$ cat src/sv/tmv_pkg.sv
// Shared types and constants for the triangular matrix-vector multiply core.
// No dependencies; used by every module of the block via scoped names.
package tmv_pkg;

  localparam int MAX_DIM = 64;
  localparam int IDX_W   = 6;
  localparam int DIM_W   = 7;
  localparam int DATA_W  = 32;
  localparam int MADDR_W = 2 * IDX_W;
  localparam int PROD_W  = 2 * DATA_W;
  localparam int TERM_W  = PROD_W - 16;
  localparam int ACC_W   = TERM_W + IDX_W;
  localparam int PADDR_W = 4;

  localparam logic [1:0] OP_LOAD_MATRIX = 2'd0;
  localparam logic [1:0] OP_LOAD_VECTOR = 2'd1;
  localparam logic [1:0] OP_MULTIPLY    = 2'd2;

  localparam logic [1:0] REG_LOWER     = 2'd0;
  localparam logic [1:0] REG_TRANSPOSE = 2'd1;
  localparam logic [1:0] REG_UNIT_DIAG = 2'd2;
  localparam logic [1:0] REG_DIMENSION = 2'd3;

  localparam logic [DIM_W-1:0] DIM_RESET = DIM_W'(MAX_DIM);

  typedef struct packed {
    logic [1:0]              operation;
    logic [IDX_W-1:0]        row;
    logic [IDX_W-1:0]        col;
    logic signed [DATA_W-1:0] value;
  } in_t;

  typedef struct packed {
    logic [IDX_W-1:0]         index;
    logic signed [DATA_W-1:0] result;
    logic                     saturated;
    logic                     last;
  } out_t;

  typedef struct packed {
    logic             lower;
    logic             transpose;
    logic             unit_diag;
    logic [DIM_W-1:0] dimension;
  } cfg_t;

  // sequencer -> datapath
  typedef struct packed {
    logic               ld_mat;
    logic               ld_vec;
    logic               mac_v;
    logic [MADDR_W-1:0] maddr;
    logic [IDX_W-1:0]   vaddr;
    logic               diag;
    logic               row_end;
    logic               run_end;
    logic [IDX_W-1:0]   k;
    logic               cp_rd;
    logic [IDX_W-1:0]   cp_idx;
  } ctl_t;

  // datapath -> sequencer
  typedef struct packed {
    logic pipe_busy;
    logic wb_pending;
  } dp_stat_t;

  typedef enum logic [3:0] {
    S_IDLE  = 4'b0001,
    S_MAC   = 4'b0010,
    S_DRAIN = 4'b0100,
    S_COPY  = 4'b1000
  } state_t;

endpackage

$ cat src/sv/tmv_seq.sv
// Sequencer: decodes transactions, walks the triangle one MAC per cycle,
// then runs the result-to-vector copy pass. Depends on tmv_pkg.
module tmv_seq (
  input  logic               clk,
  input  logic               rst_n,
  input  logic               start,
  input  tmv_pkg::in_t       in_data,
  input  tmv_pkg::cfg_t      cfg,
  input  tmv_pkg::dp_stat_t  stat,
  output logic               busy,
  output tmv_pkg::ctl_t      ctl
);

  tmv_pkg::state_t              state_r, state_nxt;
  logic [tmv_pkg::IDX_W-1:0]    k_r, k_nxt;
  logic [tmv_pkg::IDX_W-1:0]    m_r, m_nxt;
  logic [tmv_pkg::IDX_W-1:0]    n_last;
  logic [tmv_pkg::IDX_W-1:0]    m_end;
  logic                         low_range;
  logic                         accept;

  // dimension 64..127 clamps to 64
  assign n_last    = cfg.dimension[tmv_pkg::DIM_W-1] ? tmv_pkg::IDX_W'(tmv_pkg::MAX_DIM - 1)
                                                     : cfg.dimension[tmv_pkg::IDX_W-1:0] - 1'b1;
  // columns 0..k of each row, else k..n-1
  assign low_range = cfg.lower ^ cfg.transpose;
  assign m_end     = low_range ? k_r : n_last;

  assign busy   = (state_r != tmv_pkg::S_IDLE) || stat.wb_pending;
  assign accept = start && !busy;

  always_comb begin
    state_nxt = state_r;
    k_nxt     = k_r;
    m_nxt     = m_r;
    ctl       = '0;
    ctl.ld_mat = accept && (in_data.operation == tmv_pkg::OP_LOAD_MATRIX);
    ctl.ld_vec = accept && (in_data.operation == tmv_pkg::OP_LOAD_VECTOR);
    ctl.maddr  = cfg.transpose ? {m_r, k_r} : {k_r, m_r};
    ctl.vaddr  = m_r;
    ctl.k      = k_r;
    ctl.cp_idx = m_r;
    case (state_r)
      tmv_pkg::S_IDLE: begin
        if (accept && (in_data.operation == tmv_pkg::OP_MULTIPLY) &&
            (cfg.dimension != '0)) begin
          state_nxt = tmv_pkg::S_MAC;
          k_nxt     = '0;
          m_nxt     = '0;
        end
      end
      tmv_pkg::S_MAC: begin
        ctl.mac_v   = 1'b1;
        ctl.diag    = cfg.unit_diag && (m_r == k_r);
        ctl.row_end = (m_r == m_end);
        ctl.run_end = (m_r == m_end) && (k_r == n_last);
        if (m_r == m_end) begin
          if (k_r == n_last) begin
            state_nxt = tmv_pkg::S_DRAIN;
          end else begin
            k_nxt = k_r + 1'b1;
            m_nxt = low_range ? '0 : k_r + 1'b1;
          end
        end else begin
          m_nxt = m_r + 1'b1;
        end
      end
      tmv_pkg::S_DRAIN: begin
        if (!stat.pipe_busy) begin
          state_nxt = tmv_pkg::S_COPY;
          m_nxt     = '0;
        end
      end
      tmv_pkg::S_COPY: begin
        ctl.cp_rd = 1'b1;
        if (m_r == n_last) begin
          state_nxt = tmv_pkg::S_IDLE;
        end else begin
          m_nxt = m_r + 1'b1;
        end
      end
      default: state_nxt = tmv_pkg::S_IDLE;
    endcase
  end

  always_ff @(posedge clk) begin
    if (!rst_n) begin
      state_r <= tmv_pkg::S_IDLE;
      k_r     <= '0;
      m_r     <= '0;
    end else begin
      state_r <= state_nxt;
      k_r     <= k_nxt;
      m_r     <= m_nxt;
    end
  end

endmodule

$ cat config.mk
export PLATFORM = sky130hd
export DESIGN_NAME = tmv_seq
export DESIGN_NICKNAME = d
export VERILOG_FILES = /design/src/sv/tmv_pkg.sv /design/src/sv/tmv_seq.sv
export SDC_FILE = /design/constraint.sdc
export NUM_CORES = 1
export LEC_CHECK = 0
export BUFFER_PORTS_ARGS = -buffer_cell sky130_fd_sc_hd__buf_2
export CAP_MARGIN = 15
export CORE_UTILIZATION = 40
export CTS_BUF_LIST = sky130_fd_sc_hd__clkbuf_16
export DETAILED_ROUTE_END_ITERATION = 8
export PLACE_DENSITY_LB_ADDON = 0.25
export SYNTH_ARGS = -nofsm -noshare
export SYNTH_HDL_FRONTEND = slang
export SYNTH_SLANG_ARGS = --single-unit
$ cat constraint.sdc
create_clock -name clk -period 2.9 [get_ports clk]
set_input_delay 0.145 -clock clk [delete_from_list [all_inputs] [get_ports clk]]
set_output_delay 0.145 -clock clk [all_outputs]
set_load 0.02 [all_outputs]
* After elaboration in Yosys (flattened, before gate mapping) *
Index checks and enable logic that the tools add are counted.

operators by class
  add/subtract/negate cells = 3
  eq/ne operators = 19
  mux-type cells = 22
  bitwise logic cells = 1
  reductions and logical operators = 16

operator list
  cell                   count
  $mux W6                10
  $eq A6 B6 Y1           4
  $pmux W6 S4            1
  $mux W4                5
  $pmux W4 S4            1
  $ne A2 B2 Y1 const B   7
  $add A6 B1 Y6 const B  2
  $mux W12               1
  $pmux W6 S2            1
  $reduce_and A5 Y1      2
  $logic_and A1 B1 Y1    7
  $reduce_bool A7 Y1     1
  $sub A6 B1 Y6 const B  1
  $eq A4 B1 Y1 const B   1
  $eq A4 B2 Y1 const B   1
  $eq A4 B3 Y1 const B   1
  $eq A4 B4 Y1 const B   1
  $ne A4 B1 Y1 const B   1
  $reduce_and A4 Y1      1
  $reduce_bool A4 Y1     1
  $mux W3                1
  $ne A3 B3 Y1 const B   1
  $eq A2 B1 Y1 const B   1
  $eq A2 B2 Y1 const B   1
  6 further kinds        7

word-level totals
  bits in registers = 16
  input bits = 61
  output and inout port bits = 38
  word-level logic and storage cells = 64

* Logic depth before layout (Yosys ltp) *
  word-level depth = 8
  depth in mapped cells = 13
  depth with buffers taken out = 10

* Least setup slack after synthesis *
No wires, ideal clock.

  path kind = register -> register
  from = reg k_r[2] (netlist name)
  to = reg m_r[2] (netlist name)
  library setup time = 0.117 ns
  arrival time = 2.328 ns
  data required time = 2.783 ns
  slack = 0.455 ns
  cell stages (with the launch flop) = 11
  buffers on the path = 2
  clock period less this slack = 2.445 ns
  path through = dfxtp_1 -> clkbuf_1 -> xor2_1 -> a2111o_1 -> a21oi_1 -> o311ai_1 -> or2_4 -> buf_6 -> o21a_1 -> o211a_1 -> a32o_1

between the ends
  longest elaborated chain between the ends = 5
  elaborated cells on any way between the ends = 10
  classes of those cells = add/sub (1); eq/ne (3); mux (5); reduce/logical (1)

RTL lines
  element                 line           text
  start, declared         tmv_seq.sv:15  logic [tmv_pkg::IDX_W-1:0] k_r, k_nxt;
  start signal, assigned  tmv_seq.sv:93  k_r <= k_nxt;
  $add A6 B1 Y6           tmv_seq.sv:62  m_nxt = low_range ? '0 : k_r + 1'b1;
  $mux W6                 tmv_seq.sv:62
  $mux W6                 tmv_seq.sv:58  if (k_r == n_last) begin
  $mux W6                 tmv_seq.sv:57  if (m_r == m_end) begin
  $pmux W6 S4             tmv_seq.sv:43  case (state_r)
  end signal, assigned    tmv_seq.sv:94  m_r <= m_nxt;
  end, declared           tmv_seq.sv:16  logic [tmv_pkg::IDX_W-1:0] m_r, m_nxt;

Several ways; a longest one is shown, not always the timed one. The select of a mux whose other input is x is not followed.
A chain may end at the register's enable or synchronous reset.

==> summary.md <==
| Metric | Value |
|---|---|
| Status | finished with violations |
| Violated checks | design-rule violations |
| Fin Clk Skew | between 0.005 and 0.006 ns |
| CTS Sinks | 16 |
| Setup crit start kind | register |
| Seq/Total Area, Yosys | 16.7% |
| Post-synthesis adder-cell area fraction | roughly 2.6% |
| Top FF cell, synth | dfxtp_1 |
| Fin crit share | 88.6% |
| Synth Warn # | 0 |
| Via-per-instance ratio | 5.66 |
| Main combinational cell family by area after synthesis | simple AND/OR/NAND/NOR gates |
| N_diodes | 0 |
| Root Buffer | clkbuf_16 |
| Worst path slowest cell | dfxtp_1 |
| R2r worst-path depth | 8 |
| Post-synthesis xor/xnor area fraction | between 10% and 20% |
| Slew Limit Fails | 0 |
| DRT antenna net count | 0 |
| Horiz. Die Dim | 71.3 um |
| Post-CTS Resized | 0 |
| FF-to-FF Start | m_r[2]$_SDFFE_PN0P_ |
| Setup Viol. Count Final | 0 |
| Wirelength, routed | 5180 um |
| Worst r2r dst | m_r[0]$_SDFFE_PN0P_ |
| Top-level port count | between 90 and 100 |
| All-layer global routing usage | 21.2% |
| Worst hold path type | input pin to register |
| Worst skew pair latency | 0.25 ns |
| Fin cells | ~340 |
| Sw Ratio | about a third |
| Post-Syn Area | 1920 um2 |
| Reg clk slew, reported paths | 0.05 ns |
| Tmin final | 2.57 ns |
| Syn nets | 316 |
| Clock network fraction of total power | 36.2% |
| Area growth syn-to-layout | 17.5% |
| RSZ-0062 raised after global routing | no |
| Clock Path Buffers | 2 |
| Post-CTS Setup Repair Bufs | 0 |
| Power Total | ~750 uW |
| Netlist cell types | 60 |
| Clock H-tree levels | 1 |
| Simple-gate portion of the synthesized area | 25.6% |
| Slowest stage delay, CP | 0.57 ns |
| WP depth | 8 |
| Flop2flop setup slack | 0.42 ns |
| Share of cells above drive strength 1 | 31.3% |
| Initial DRT Pass Iterations | 7 |
| Initial Util | 42.9% |
| Max-cap violations | 0 |
| Area after DPL | 2180 um2 |
| Most frequent cells in the layout | buf_2, nor2_1, dfxtp_1 |
| Via Count | between 1.5k and 2k |
| Avg WL per Cell | about 15 um |
| Measured slew at the worst slew-check pin | 0.559 ns |
| Register share of total power | 32.9% |
| Max FO, Critical Path | 12 |
| Full die area | roughly 5000 um2 |
| Sw Pwr | between 200 and 250 uW |
| Pwr dens | roughly 330 nW/um2 |
| CTS tree | yes |
| Setup CP Type | register to primary output |
| Hold WS | 0.185 ns |
| Setup TNS | 0 ns |
| Critical path, cell by cell | xor2_1 -> a2111o_1 -> a21oi_1 -> o311ai_1 -> or2_4 -> buf_4 -> nor3_1 -> buf_2 |
| CP top delay family | compound AO/OA/AOI/OAI gates |
| Comb pwr share | between 30% and 40% |
| PortBufs | 54 |
| Portion of netlist area occupied by mux cells | between 10% and 20% |
| # rows | 24 |
| Compound-cell area share of the yosys netlist | 21.6% |
| Residual DRC count | 4 |
| Final nets | 357 |
| Die extent in y | around 70 um |
| Gpl congestion | 0.875 |
| Leak Pwr | 1.04 nW |
| Total gr overflow | 0 |
| Post-Syn Instances | ~250 |
| Worst Setup EP | ctl[13] |
| Max IR drop VDD | 214 uV |
| CP Capture Type | primary output |
| CP startpoint | m_r[2]$_SDFFE_PN0P_ |
| Largest net degree at the start of global routing | 22 |
| Internal power | 509 uW |
| DP Cell Count | 339 |
| Crit path DAT | 2.42 ns |
| CP Data Required Time | 2.76 ns |
| FF+latch count, synth | 16 |
| Most common cell after layout, fill and taps aside | buf_2 |
| First-pass GRT wire length | 8530 um |
| Setup ws final | roughly 0.33 ns |
| Mean Syn Cell Area | 7.65 um2 |
| Cts hold-fix bufs | 0 |
| Fin. Hold Viols | 0 |
| DR iter-0 viols | 137 |
| Hpwl dp | 3890 um |
| Fmax | between 0.3 and 0.4 GHz |
| Antenna violations before repair | 0 |
| CTS buffer count | 3 |
| Core area | 4470 um2 |
| Post-synth EDFFs | 0 |
| Relative slew slack | 62.7% |
| Vias in the first global route | 1,728 |
| Ys async rst share | 0% |
| DP Worst Slack | about 0.22 ns |
| Post-route cell area | 2250 um2 |
| WP buf/inv | 2 |
| Utilization after layout | 50.4% |
how the worst min path moves through the flow:
| stage | from | endpoint | cells past startpoint |
|---|---|---|---|
| floorplan | stat[1] | state_r[3]$_SDFFE_PN0P_ | 3 |
| global placement | rst_n | state_r[0]$_SDFFE_PN1P_ | 2 |
| detailed placement | rst_n | state_r[0]$_SDFFE_PN1P_ | 2 |
| CTS | rst_n | state_r[0]$_SDFFE_PN1P_ | 2 |
| global route | rst_n | state_r[0]$_SDFFE_PN1P_ | 2 |
| finish | rst_n | state_r[0]$_SDFFE_PN1P_ | 2 |
layer usage:
| metal | GRT usage [%] | up-vias | share of wire (%) |
|---|---|---|---|
| met5 | 0 | - | 0 |
| met4 | 2.44 | 0 | 0.91 |
| met3 | 3.66 | 16 | 5.9 |
| met2 | 35.7 | 79 | 45 |
| met1 | 29.4 | 868 | 48 |
| li1 | - | 978 | - |
cell usage after synthesis (all sizes together) (9+ instances only):
master | n | area [um2]
xor2 | 13 | 114
buf | 17 | 126
nand2 | 10 | 37.5
a21oi | 10 | 50.1
xnor2 | 10 | 95.1
dfxtp | 16 | 320
clkbuf | 15 | 57.6
nand3 | 9 | 45.0
inv | 10 | 37.5
o21ai | 14 | 73.8
mux2 | 11 | 124
mux2i | 9 | 90.1
nor2 | 26 | 97.6
flip-flops by register name (all words and copies together), names as in the netlist:
| signal | flops |
|---|---|
| m_r | 6 |
| state_r | 4 |
| k_r | 6 |
worst register-to-register path, stage by stage, from the launching register on:
cell	delay, ns
dfxtp_1	0.57
xor2_1	0.12
a2111o_1	0.34
a21oi_1	0.16
o311ai_1	0.14
or2_4	0.26
o31a_1	0.37
buf_4	0.19
o221a_1	0.23
power groups by stage:
stage	sequential, mW	combinational [mW]	clock (mW)
2_1_floorplan	0.248	0.176	0
3_3_place_gp	0.252	0.229	0
3_5_place_dp	0.252	0.231	0
4_1_cts	0.247	0.232	0.280
5_1_grt	0.250	0.254	0.291
6_report	0.248	0.233	0.273
cell type report:
| cell class | instances | area [um2] |
|---|---|---|
| fillers | 473 | 2220 |
| multi-input cells | 193 | 1380 |
| repair buffers | 68 | 375 |
| flip-flops and latches | 16 | 320 |
| clock buffers | 3 | 75.1 |
| well taps | 52 | 65.1 |
| inverters | 10 | 37.5 |
| clock inverters | 1 | 3.75 |
kinds of logic after synthesis:
logic type | Yosys count
xor gates and xnor gates | 23
and+or+nand+nor | 88
DFF | 16
buffers and inverters | 42
muxes | 20
AOI/OAI and AO/OA | 58
adders and majority gates | 4
Power figures use the tool's default switching activity.
