--- src/sv/tmv_pkg.sv ---
// Shared types and constants for the triangular matrix-vector multiply core.
// No dependencies; used by every module of the block via scoped names.
package tmv_pkg;

  localparam int MAX_DIM = 64;
  localparam int IDX_W   = 6;
  localparam int DIM_W   = 7;
  localparam int DATA_W  = 32;
  localparam int MADDR_W = 2 * IDX_W;
  localparam int PROD_W  = 2 * DATA_W;
  localparam int TERM_W  = PROD_W - 16;
  localparam int ACC_W   = TERM_W + IDX_W;
  localparam int PADDR_W = 4;

  localparam logic [1:0] OP_LOAD_MATRIX = 2'd0;
  localparam logic [1:0] OP_LOAD_VECTOR = 2'd1;
  localparam logic [1:0] OP_MULTIPLY    = 2'd2;

  localparam logic [1:0] REG_LOWER     = 2'd0;
  localparam logic [1:0] REG_TRANSPOSE = 2'd1;
  localparam logic [1:0] REG_UNIT_DIAG = 2'd2;
  localparam logic [1:0] REG_DIMENSION = 2'd3;

  localparam logic [DIM_W-1:0] DIM_RESET = DIM_W'(MAX_DIM);

  typedef struct packed {
    logic [1:0]              operation;
    logic [IDX_W-1:0]        row;
    logic [IDX_W-1:0]        col;
    logic signed [DATA_W-1:0] value;
  } in_t;

  typedef struct packed {
    logic [IDX_W-1:0]         index;
    logic signed [DATA_W-1:0] result;
    logic                     saturated;
    logic                     last;
  } out_t;

  typedef struct packed {
    logic             lower;
    logic             transpose;
    logic             unit_diag;
    logic [DIM_W-1:0] dimension;
  } cfg_t;

  // sequencer -> datapath
  typedef struct packed {
    logic               ld_mat;
    logic               ld_vec;
    logic               mac_v;
    logic [MADDR_W-1:0] maddr;
    logic [IDX_W-1:0]   vaddr;
    logic               diag;
    logic               row_end;
    logic               run_end;
    logic [IDX_W-1:0]   k;
    logic               cp_rd;
    logic [IDX_W-1:0]   cp_idx;
  } ctl_t;

  // datapath -> sequencer
  typedef struct packed {
    logic pipe_busy;
    logic wb_pending;
  } dp_stat_t;

  typedef enum logic [3:0] {
    S_IDLE  = 4'b0001,
    S_MAC   = 4'b0010,
    S_DRAIN = 4'b0100,
    S_COPY  = 4'b1000
  } state_t;

endpackage

--- src/sv/tmv_cfg.sv ---
// APB-style configuration registers: triangle, transpose, unit diagonal, dimension.
// Depends on tmv_pkg.
module tmv_cfg (
  input  logic                         clk,
  input  logic                         rst_n,
  input  logic                         psel,
  input  logic                         penable,
  input  logic                         pwrite,
  input  logic [tmv_pkg::PADDR_W-1:0]  paddr,
  input  logic [31:0]                  pwdata,
  output logic [31:0]                  prdata,
  output logic                         pready,
  output tmv_pkg::cfg_t                cfg
);

  tmv_pkg::cfg_t cfg_r, cfg_nxt;
  logic          wr_en;
  logic [1:0]    reg_sel;

  assign pready  = 1'b1;
  assign wr_en   = psel && penable && pwrite;
  assign reg_sel = paddr[3:2];
  assign cfg     = cfg_r;

  always_comb begin
    cfg_nxt = cfg_r;
    if (wr_en) begin
      case (reg_sel)
        tmv_pkg::REG_LOWER:     cfg_nxt.lower     = pwdata[0];
        tmv_pkg::REG_TRANSPOSE: cfg_nxt.transpose = pwdata[0];
        tmv_pkg::REG_UNIT_DIAG: cfg_nxt.unit_diag = pwdata[0];
        tmv_pkg::REG_DIMENSION: cfg_nxt.dimension = pwdata[tmv_pkg::DIM_W-1:0];
        default: ;
      endcase
    end
  end

  always_comb begin
    case (reg_sel)
      tmv_pkg::REG_LOWER:     prdata = {31'd0, cfg_r.lower};
      tmv_pkg::REG_TRANSPOSE: prdata = {31'd0, cfg_r.transpose};
      tmv_pkg::REG_UNIT_DIAG: prdata = {31'd0, cfg_r.unit_diag};
      tmv_pkg::REG_DIMENSION: prdata = {{(32-tmv_pkg::DIM_W){1'b0}}, cfg_r.dimension};
      default:                prdata = 32'd0;
    endcase
  end

  always_ff @(posedge clk) begin
    if (!rst_n) begin
      cfg_r.lower     <= 1'b0;
      cfg_r.transpose <= 1'b0;
      cfg_r.unit_diag <= 1'b0;
      cfg_r.dimension <= tmv_pkg::DIM_RESET;
    end else begin
      cfg_r <= cfg_nxt;
    end
  end

endmodule

--- config.mk ---
export PLATFORM = sky130hd
export DESIGN_NAME = tmv_cfg
export DESIGN_NICKNAME = d
export VERILOG_FILES = /design/src/sv/tmv_pkg.sv /design/src/sv/tmv_cfg.sv
export SDC_FILE = /design/constraint.sdc
export NUM_CORES = 1
export LEC_CHECK = 0
export BUFFER_PORTS_ARGS = -buffer_cell sky130_fd_sc_hd__buf_2
export CORE_ASPECT_RATIO = 0.9
export CORE_UTILIZATION = 35
export CTS_CLUSTER_SIZE = 12
export DETAILED_ROUTE_END_ITERATION = 12
export GPL_TIMING_DRIVEN = 0
export MAX_ROUTING_LAYER = met4
export PLACE_DENSITY = 0.91
export SYNTH_ARGS = -nofsm -noshare
export SYNTH_HDL_FRONTEND = slang
export SYNTH_SLANG_ARGS = --single-unit
--- constraint.sdc ---
create_clock -name clk -period 1.8 [get_ports clk]
set_clock_uncertainty 0.1 [all_clocks]
set_input_delay 0.36 -clock clk [delete_from_list [all_inputs] [get_ports clk]]
set_output_delay 0.36 -clock clk [all_outputs]
set_load 0.01 [all_outputs]
Word level (Yosys, flattened, before mapping)
Cells that the tools add are included.
{ "totals": {"inputBits": 41, "reg_bits": 10, "word_cells": 15} }
{ "op_classes": {"reduce_logical": 7, "eq_ne": 3, "mux": 1} }
{ "op_table": {"columns": ["op", "count"], "rows": [
  ["$pmux W32 S4", 1],
  ["$reduce_and A2 Y1", 4],
  ["$eq A2 B2 Y1 const B", 2],
  ["$eq A2 B1 Y1 const B", 1],
  ["$logic_and A1 B1 Y1", 2],
  ["$logic_not A2 Y1", 1]
]} }

Logic depth before layout (Yosys ltp)
Gate-level depths: netlist (run 1).
{ "logic_depth": {"depth_word": 3, "depth_mapped": 3, "ltp_nobuf": 3} }

Worst setup path before layout (run 1)
No wires, ideal clock.
{ "synth_path": {"path_type": "input -> output", "startpoint": "input port paddr[2] (netlist bit)", "endpoint": "output port prdata[0]", "required_time_ns": 1.340, "path_slack_ns": 0.401, "path_stages": 1, "arrival_ns": 0.939, "n_path_buf": 0, "cell_sequence": "mux4_1"} }
{ "synth_between": {"elab_chain_cells": 2} }
{ "synth_lines": {"columns": ["item", "line", "source"], "rows": [
  ["start, declared", "tmv_cfg.sv:9", "input logic [tmv_pkg::PADDR_W-1:0] paddr,"],
  ["$eq A2 B2 Y1, or another cell as far along", "tmv_cfg.sv:39", "case (reg_sel)"],
  ["$pmux W32 S4 *", "tmv_cfg.sv:39", null],
  ["end, declared", "tmv_cfg.sv:11", "output logic [31:0] prdata,"]
]} }
Mark *: on every way between the ends. The rest lies on a longest branch, timed or not. The select of a mux whose other input is x is not followed.

Final worst setup path (run 1)
{ "layout_path": {"startpoint": "register cfg_r, in the netlist cfg[9]", "endpoint": "output port prdata[0]"} }
{ "layout_between": {"elab_chain_cells": 1} }
{ "layout_lines": {"columns": ["item", "line", "source"], "rows": [
  ["start, declared", "tmv_cfg.sv:16", "tmv_pkg::cfg_t cfg_r, cfg_nxt;"],
  ["start signal, assigned", "tmv_cfg.sv:55", "cfg_r <= cfg_nxt;"],
  ["$pmux W32 S4", "tmv_cfg.sv:39", null]
]} }
No other way between the ends. The select of a mux whose other input is x is not followed.

==> results of run 1 <==
## synthesized netlist by cell type, drive strengths merged
master,number
dfxtp,10
clkbuf,1
o41ai,1
o21ai,1
and3,6
nor3b,2
o311ai,2
mux4,1
nand3,1
inv,1
conb,2
buf,28
nor2,1
mux2i,8
nand2,15
## worst min path at each step
stage / slack [ns] / endpoint / from
final: 0.23 / cfg[2] / pwdata[2]
after CTS: 0.23 / cfg[2] / pwdata[2]
after floorplan: 0.39 / cfg[8] / cfg[8]
after global placement: 0.35 / cfg[3] / cfg[3]
after detailed placement: 0.37 / cfg[5] / cfg[5]
after global routing: 0.24 / cfg[3] / pwdata[3]
## cell usage in the layout (no fill, tap or decap), drive strengths merged
master,synthesis,final
buf,28,58
nor2,1,1
o21ai,1,1
mux2i,8,8
nand2,15,15
o311ai,2,2
nor3b,2,2
inv,1,1
mux4,1,1
nand3,1,1
o41ai,1,1
dfxtp,10,10
conb,2,26
clkbuf,1,5
and3,6,6
## area by class of cell
| class | count | area share |
|---|---|---|
| inverters | 1 | 0.00368 |
| plain buffers | 29 | 0.211 |
| multi-input cells | 64 | 0.375 |
| repair buffers | 30 | 0.147 |
| well taps | 25 | 0.0307 |
| clock buffers | 4 | 0.0356 |
| flip-flops and latches | 10 | 0.196 |
## power breakdown
| part | internal [mW] | switching (mW) |
|---|---|---|
| sequential | 0.224 | 0.00208 |
| combinational | 0.0623 | 0.0637 |
| clock | 0.123 | 0.0769 |
## critical path, stage by stage (launching register included)
cell and delay, ns:
dfxtp_1 0.33, mux4_1 0.48, buf_2 0.15
## cell families (layout without fill, tap and decap cells)
logic type	Yosys count	in the layout	share of synthesized area
buffers and inverters	30	64	0.308
and+or+nand+nor	25	25	0.207
DFF	10	10	0.281
muxes	9	9	0.149
AOI/OAI and AO/OA	4	4	0.0439
other	2	26	0.0105
## layer usage
layer,vias to the layer above,track usage,wire length (um),part of all wire
li1,332,-,-,-
met1,294,0.123,491,0.34
met2,37,0.308,813,0.56
met3,4,0.0202,121,0.084
met4,0,0.0686,22,0.015
met5,-,-,0,0
==> reports/qor.csv, run 1 <==
metric,value,unit
grt_pass1_vias,578,
worstSetupPathType,reg2out,
netlist.area_leader.share,0.285,
rrSetupSlack,1.03,ns
worstHoldPathType,in2reg,
initial_core_util,0.372,
fp.dieW,49.5,um
core_area,1910,sq um
ios,84,
multiInputGateArea,383,sq um
route.vias.total,667,
routed_wl,1450,um
numCtsBuffers,3,
hold_viol,0,
status,finished clean,
cp-start-kind,flip-flop,
ys_types,17,
placedCellCount,159,
path_max_fanout,3,
cts.root.buffer_cell,clkbuf_4,
dp_slack,0.185,ns
syn2layout_area_growth,43.2,%
layout.nets,180,
post-cts-setup-buffer-count,0,
antenna_found_initial,0,
setup_viol,0,
gr-total-overflow,0,
fin_crit,1.68,ns
placed_area,983,sq um
max_freq,595,MHz
p_leak,0.588,nW
ff2ff_path_depth,2,
ctsHoldBuffers,0,
vias_per_cell,4.09,
r2r-end,cfg[6],
crit_path_end,prdata[0],
drive_above_1_share,0.486,
timing.final.max_slew_violations,0,
finalSetupTns,0,ns
finalPower,0.552,mW
drtAntennaViolNets,0,
yosysSeqAreaShare,0.281,
insertion_delay,0.26,ns
clockBufferDepth,2,
place_congestion,0.756,
grt_first_pass_wirelength,2330,um
stdcell_area,1020,sq um
ys_ff_latch,10,
cts_tree,built,
syn_area_per_cell,8.90,sq um
dieArea,2220,sq um
largest_reg_flops,10,
die_h,44.8,um
syn_area,712,sq um
portBuffers,30,
drt_iter0_markers,22,
fillers,197,
critical_path_arrival,1.22,ns
worst_slack,0.121,ns
synth_area_leader_cell,buf_4,
cts.clk_slew.worst_paths,0.07,ns
drc_errors,0,
dr.pass1.iters,4,
syn-instance-count,80,
cts-resized-gates,0,
cp.required,1.34,ns
end_kind,primary output,
cts_max_level,1,
stdcell_count,163,
avgRoutedWirePerCell,8.88,um
hold_ws,0.232,ns
synth.top_cells.by_area,"buf_4, dfxtp_1, mux2i_1",
holdPathStages,3,
register_area,200,sq um
hpwlAfterDp,1210,um
grtUsageTotal,0.145,
ys_warn_count,0,
postLayoutCoreUtil,0.533,
rsz0062_at_grt,false,
cts_sinks,10,
grt_start_max_net_pins,11,
rows,15,
n_antenna_cell,0,
p_per_area,542,nW/um^2
r2r_start,cfg[6],
drv_cap,0,
irDropWorstVdd,0.000328,V
finalCritPeriodShare,0.933,
cp-startpoint,cfg[9],
Note: power is estimated with default switching activity, not from simulation.
==> run 2: changes to the inputs <==
--- a/config.mk
+++ b/config.mk
@@ -13,6 +13,7 @@
 export GPL_TIMING_DRIVEN = 0
 export MAX_ROUTING_LAYER = met4
 export PLACE_DENSITY = 0.91
+export RECOVER_POWER = 25
 export SYNTH_ARGS = -nofsm -noshare
 export SYNTH_HDL_FRONTEND = slang
 export SYNTH_SLANG_ARGS = --single-unit
==> reports/qor.csv, run 2 (synthesis results as in run 1) <==
metric,value,unit,change
status,finished clean,,
drv_cap,0,,unchanged
r2r-end,cfg[6],,
stdcell_area,1000,sq um,-1.7%
hold_ws,0.232,ns,+0.000142 ns
fillers,199,,+1.0%
drive_above_1_share,0.457,,-0.0290
multiInputGateArea,370,sq um,-3.3%
worst_slew_pin_slew,0.647,ns,
worstHoldStart,pwdata[2],,
crit_chain,mux4_1 -> buf_2,,
layout.nets,180,,unchanged
irDropWorstVdd,0.000327,V,-0.20%
p_seq_frac,0.412,,+0.002
cts.root.buffer_cell,clkbuf_4,,
slowest_stage,mux4_1,,
largest_reg_flops,10,,unchanged
route.vias.total,668,,+0.15%
n_antenna_cell,0,,unchanged
end_kind,primary output,,
power.share.clock,0.364,,+0.002
portBuffers,30,,unchanged
p_leak,0.580,nW,-1.3%
rows,15,,unchanged
ios,84,,unchanged
slowest_delay,0.49,ns,about the same
gr-total-overflow,0,,unchanged
setup_viol,0,,unchanged
clockBufferDepth,2,,unchanged
hpwlAfterDp,1210,um,unchanged
cts-resized-gates,0,,unchanged
ctsHoldBuffers,0,,unchanged
ff2ff_path_depth,2,,unchanged
p_comb_frac,0.224,,-0.004
timing.final.max_slew_violations,0,,unchanged
path_max_fanout,3,,unchanged
netSwitchingFraction,0.258,,about the same
post-cts-setup-buffer-count,0,,unchanged
vias_per_cell,4.10,,+0.15%
fin_crit,1.68,ns,-0.000333 ns
antenna_found_initial,0,,unchanged
syn2layout_area_growth,40.8,%,
drtAntennaViolNets,0,,unchanged
layout_common_cells,"buf_2, buf_4, conb_1, nand2_1, dfxtp_1",,
rsz0062_at_grt,false,,
switchingPower,0.142,mW,-0.48%
final_common_cell,buf_2,,
place_congestion,0.756,,unchanged
finalSetupTns,0,ns,unchanged
fp.dieW,49.5,um,unchanged
grt_start_max_net_pins,11,,unchanged
cts_sinks,10,,unchanged
numCtsBuffers,3,,unchanged
worstSetupPathType,reg2out,,
routed_wl,1460,um,+0.97%
slew_headroom,0.567,,
grt_first_pass_wirelength,2330,um,unchanged
r2r_start,cfg[6],,
dr.pass1.iters,4,,unchanged
grt_pass1_vias,578,,unchanged
register_area,200,sq um,unchanged
hold_viol,0,,unchanged
cp-startpoint,cfg[8],,
rrSetupSlack,1.02,ns,about the same
critical_path_arrival,1.22,ns,about the same
insertion_delay,0.26,ns,about the same
placed_area,983,sq um,unchanged
cts_tree,built,,
intPower,0.408,mW,-0.37%
drc_errors,0,,unchanged
core_area,1910,sq um,unchanged
cts.clk_slew.worst_paths,0.06,ns,about the same
dieArea,2220,sq um,unchanged
drt_iter0_markers,17,,-23%
die_h,44.8,um,unchanged
crit_path_end,prdata[0],,
initial_core_util,0.372,,unchanged
max_freq,596,MHz,about the same
p_per_area,549,nW/um^2,+1.3%
finalCritPeriodShare,0.933,,about the same
grtUsageTotal,0.145,,unchanged
cp.required,1.34,ns,about the same
cp-start-kind,flip-flop,,
avgRoutedWirePerCell,8.97,um,+0.97%
worstHoldPathType,in2reg,,
cts_max_level,1,,unchanged
[run 2: cell type report]
cell class / instances / area share
inverter: 1 / 0.00375
timing repair buffer: 30 / 0.149
multi-input combinational: 64 / 0.370
tap: 25 / 0.0312
buffer: 29 / 0.211
clock buffer: 4 / 0.0362
sequential: 10 / 0.200
[run 2: worst min-delay path by stage]
stage	slack [ns]	endpoint	depth (start not counted)
6_report	0.23	cfg[2]	3
3_3_place_gp	0.35	cfg[3]	2
4_1_cts	0.23	cfg[2]	3
2_1_floorplan	0.39	cfg[8]	2
5_1_grt	0.24	cfg[3]	3
3_5_place_dp	0.37	cfg[5]	2
[run 2: power groups by stage]
stage                     Clock (mW)  Sequential [mW]  Combinational [mW]
after floorplan                    0            0.233              0.0931
after global placement             0            0.231               0.122
after detailed placement           0            0.231               0.124
after CTS                      0.203            0.226               0.124
after global routing           0.214            0.227               0.136
final                          0.200            0.226               0.123
[run 2: stage by stage]
| stage | instances | power (mW) | utilization | worst slack, ns |
|---|---|---|---|---|
| 2_1_floorplan | 104 | 0.326 | - | 0.401 |
| 3_3_place_gp | 159 | 0.353 | 0.514 | 0.192 |
| 3_5_place_dp | 159 | 0.356 | 0.514 | 0.185 |
| 4_1_cts | 163 | 0.553 | 0.533 | 0.105 |
| 5_1_grt | 163 | 0.577 | 0.524 | 0.0654 |
| 6_report | 163 | 0.550 | 0.524 | 0.121 |
[run 2: worst max-delay path: cells and delay by family (launching register included)]
family / cells / cell delay [ns]
muxes: 1 / 0.49
DFF: 1 / 0.32
buffers and inverters: 1 / 0.15
[run 2: metal layers]
| layer | track usage | vias to the layer above | routed length (um) |
|---|---|---|---|
| met5 | - | - | 0 |
| met4 | 0.0686 | 0 | 29 |
| met3 | 0.0202 | 5 | 117 |
| met2 | 0.308 | 35 | 832 |
| met1 | 0.123 | 297 | 483 |
| li1 | - | 331 | - |
==> run 3: changes to the inputs <==
--- a/config.mk
+++ b/config.mk
@@ -13,7 +13,7 @@
 export GPL_TIMING_DRIVEN = 0
 export MAX_ROUTING_LAYER = met4
 export PLACE_DENSITY = 0.91
-export RECOVER_POWER = 25
+export RECOVER_POWER = 100
 export SYNTH_ARGS = -nofsm -noshare
 export SYNTH_HDL_FRONTEND = slang
 export SYNTH_SLANG_ARGS = --single-unit
==> reports/qor.csv, run 3 (synthesis results as in run 1) <==
metric,value,unit,change
status,finished clean,,
critical_path_arrival,1.24,ns,+0.02 ns
rsz0062_at_grt,false,,
slew_headroom,0.570,,+0.00235
grt_pass1_vias,578,,unchanged
place_congestion,0.756,,unchanged
numCtsBuffers,3,,unchanged
p_leak,0.510,nW,-12%
n_antenna_cell,0,,unchanged
finalSetupTns,0,ns,unchanged
drtAntennaViolNets,0,,unchanged
dieArea,2220,sq um,unchanged
syn2layout_area_growth,37.8,%,
path_max_fanout,10,,+7
worstHoldPathType,in2reg,,
portBuffers,30,,unchanged
slowest_delay,0.37,ns,-0.12 ns
ctsHoldBuffers,0,,unchanged
grtUsageTotal,0.145,,unchanged
timing.final.max_slew_violations,0,,unchanged
vias_per_cell,4.10,,+0.15%
drt_iter0_markers,20,,+3
cp-start-kind,primary input,,
register_area,200,sq um,unchanged
drv_cap,0,,unchanged
cts_sinks,10,,unchanged
netSwitchingFraction,0.258,,about the same
hold_viol,0,,unchanged
initial_core_util,0.372,,unchanged
clockBufferDepth,2,,unchanged
dp_slack,0.185,ns,unchanged
multiInputGateArea,370,sq um,unchanged
drive_above_1_share,0.333,,-0.123
cts_tree,built,,
route.vias.total,669,,+0.15%
cts.root.buffer_cell,clkbuf_4,,
fillers,211,,+6.0%
slowest_stage,clkbuf_1,,
max_freq,589,MHz,-1.2%
ios,84,,unchanged
p_comb_frac,0.223,,about the same
crit_chain,clkbuf_1 -> clkbuf_1 -> and3_1 -> clkbuf_1,,
cp.required,1.34,ns,about the same
drc_errors,0,,unchanged
dr.pass1.iters,4,,unchanged
hpwlAfterDp,1210,um,unchanged
routed_wl,1470,um,+0.48%
irDropWorstVdd,0.000326,V,-0.24%
power.share.clock,0.364,,about the same
layout_common_cells,"buf_4, conb_1, clkbuf_1, nand2_1, buf_2",,
insertion_delay,0.26,ns,about the same
worst_slack,0.101,ns,-0.0198 ns
rows,15,,unchanged
p_per_area,559,nW/um^2,+1.8%
antenna_found_initial,0,,unchanged
final_common_cell,buf_4,,
die_h,44.8,um,unchanged
crit_top_cell,clkbuf_1,,
intPower,0.407,mW,-0.34%
gr-total-overflow,0,,unchanged
avgRoutedWirePerCell,9.01,um,+0.48%
p_seq_frac,0.413,,about the same
finalPower,0.548,mW,-0.36%
end_kind,primary output,,
cts_max_level,1,,unchanged
switchingPower,0.141,mW,-0.42%
hold_ws,0.233,ns,+0.000876 ns
worst_slew_pin_slew,0.643,ns,-0.00351 ns
setup_viol,0,,unchanged
cts-resized-gates,0,,unchanged
fin_crit,1.70,ns,+0.0198 ns
fp.dieW,49.5,um,unchanged
finalCritPeriodShare,0.944,,+0.0110
grt_start_max_net_pins,11,,unchanged
post-cts-setup-buffer-count,0,,unchanged
cts.clk_slew.worst_paths,0.06,ns,about the same
largest_reg_flops,10,,unchanged
layout.nets,180,,unchanged
core_area,1910,sq um,unchanged
worstSetupPathType,in2out,,
grt_first_pass_wirelength,2330,um,unchanged
==> run 3: cell count changes in the layout (fill, tap and decap cells not counted) <==
cell / change
o311ai_0: +1
buf_2: -17
o311ai_1: -1
clkbuf_1: +17
==> run 3: layout make-up <==
type	count	share of cell area
Multi-Input combinational cell	64	0.378
Buffer	29	0.216
Sequential cell	10	0.204
Timing Repair Buffer	30	0.130
Clock buffer	4	0.0370
Tap cell	25	0.0319
Inverter	1	0.00383
==> run 3: per-stage QoR <==
stage	area (sq um)	util	cells
CTS	1020	0.533	163
global placement	983	0.514	159
finish	981	0.512	163
global route	981	0.512	163
detailed placement	983	0.514	159
floorplan	802	-	104
==> run 3: final timing paths <==
path                            depth (start not counted)        end  startpoint  slack (ns)
worst max-delay path                                    4  prdata[4]    paddr[2]        0.10
worst min-delay path                                    3     cfg[2]   pwdata[2]        0.23
worst max register to register                          2     cfg[9]      cfg[9]        1.01
worst min register to register                          2     cfg[5]      cfg[5]        0.38
==> run 3: power groups by stage <==
| stage | clock network, mW | logic, mW | registers (mW) |
|---|---|---|---|
| 6_report | 0.200 | 0.122 | 0.226 |
| 5_1_grt | 0.214 | 0.134 | 0.227 |
| 4_1_cts | 0.203 | 0.124 | 0.226 |
| 3_5_place_dp | 0 | 0.124 | 0.231 |
| 3_3_place_gp | 0 | 0.122 | 0.231 |
| 2_1_floorplan | 0 | 0.0931 | 0.233 |
==> run 3: per-layer routing <==
| layer | vias to the layer above | wire, um | share of wire | global-route usage |
|---|---|---|---|---|
| met5 | - | 0 | 0 | - |
| met4 | 0 | 29 | 0.020 | 0.0686 |
| met3 | 5 | 102 | 0.069 | 0.0202 |
| met2 | 32 | 814 | 0.55 | 0.308 |
| met1 | 299 | 522 | 0.36 | 0.123 |
| li1 | 333 | - | - | - |
==> run 3: worst max-delay path: cells and delay by family <==
kind,cells,cell delay [ns]
simple gates,1,0.23
buf+inv,3,0.65
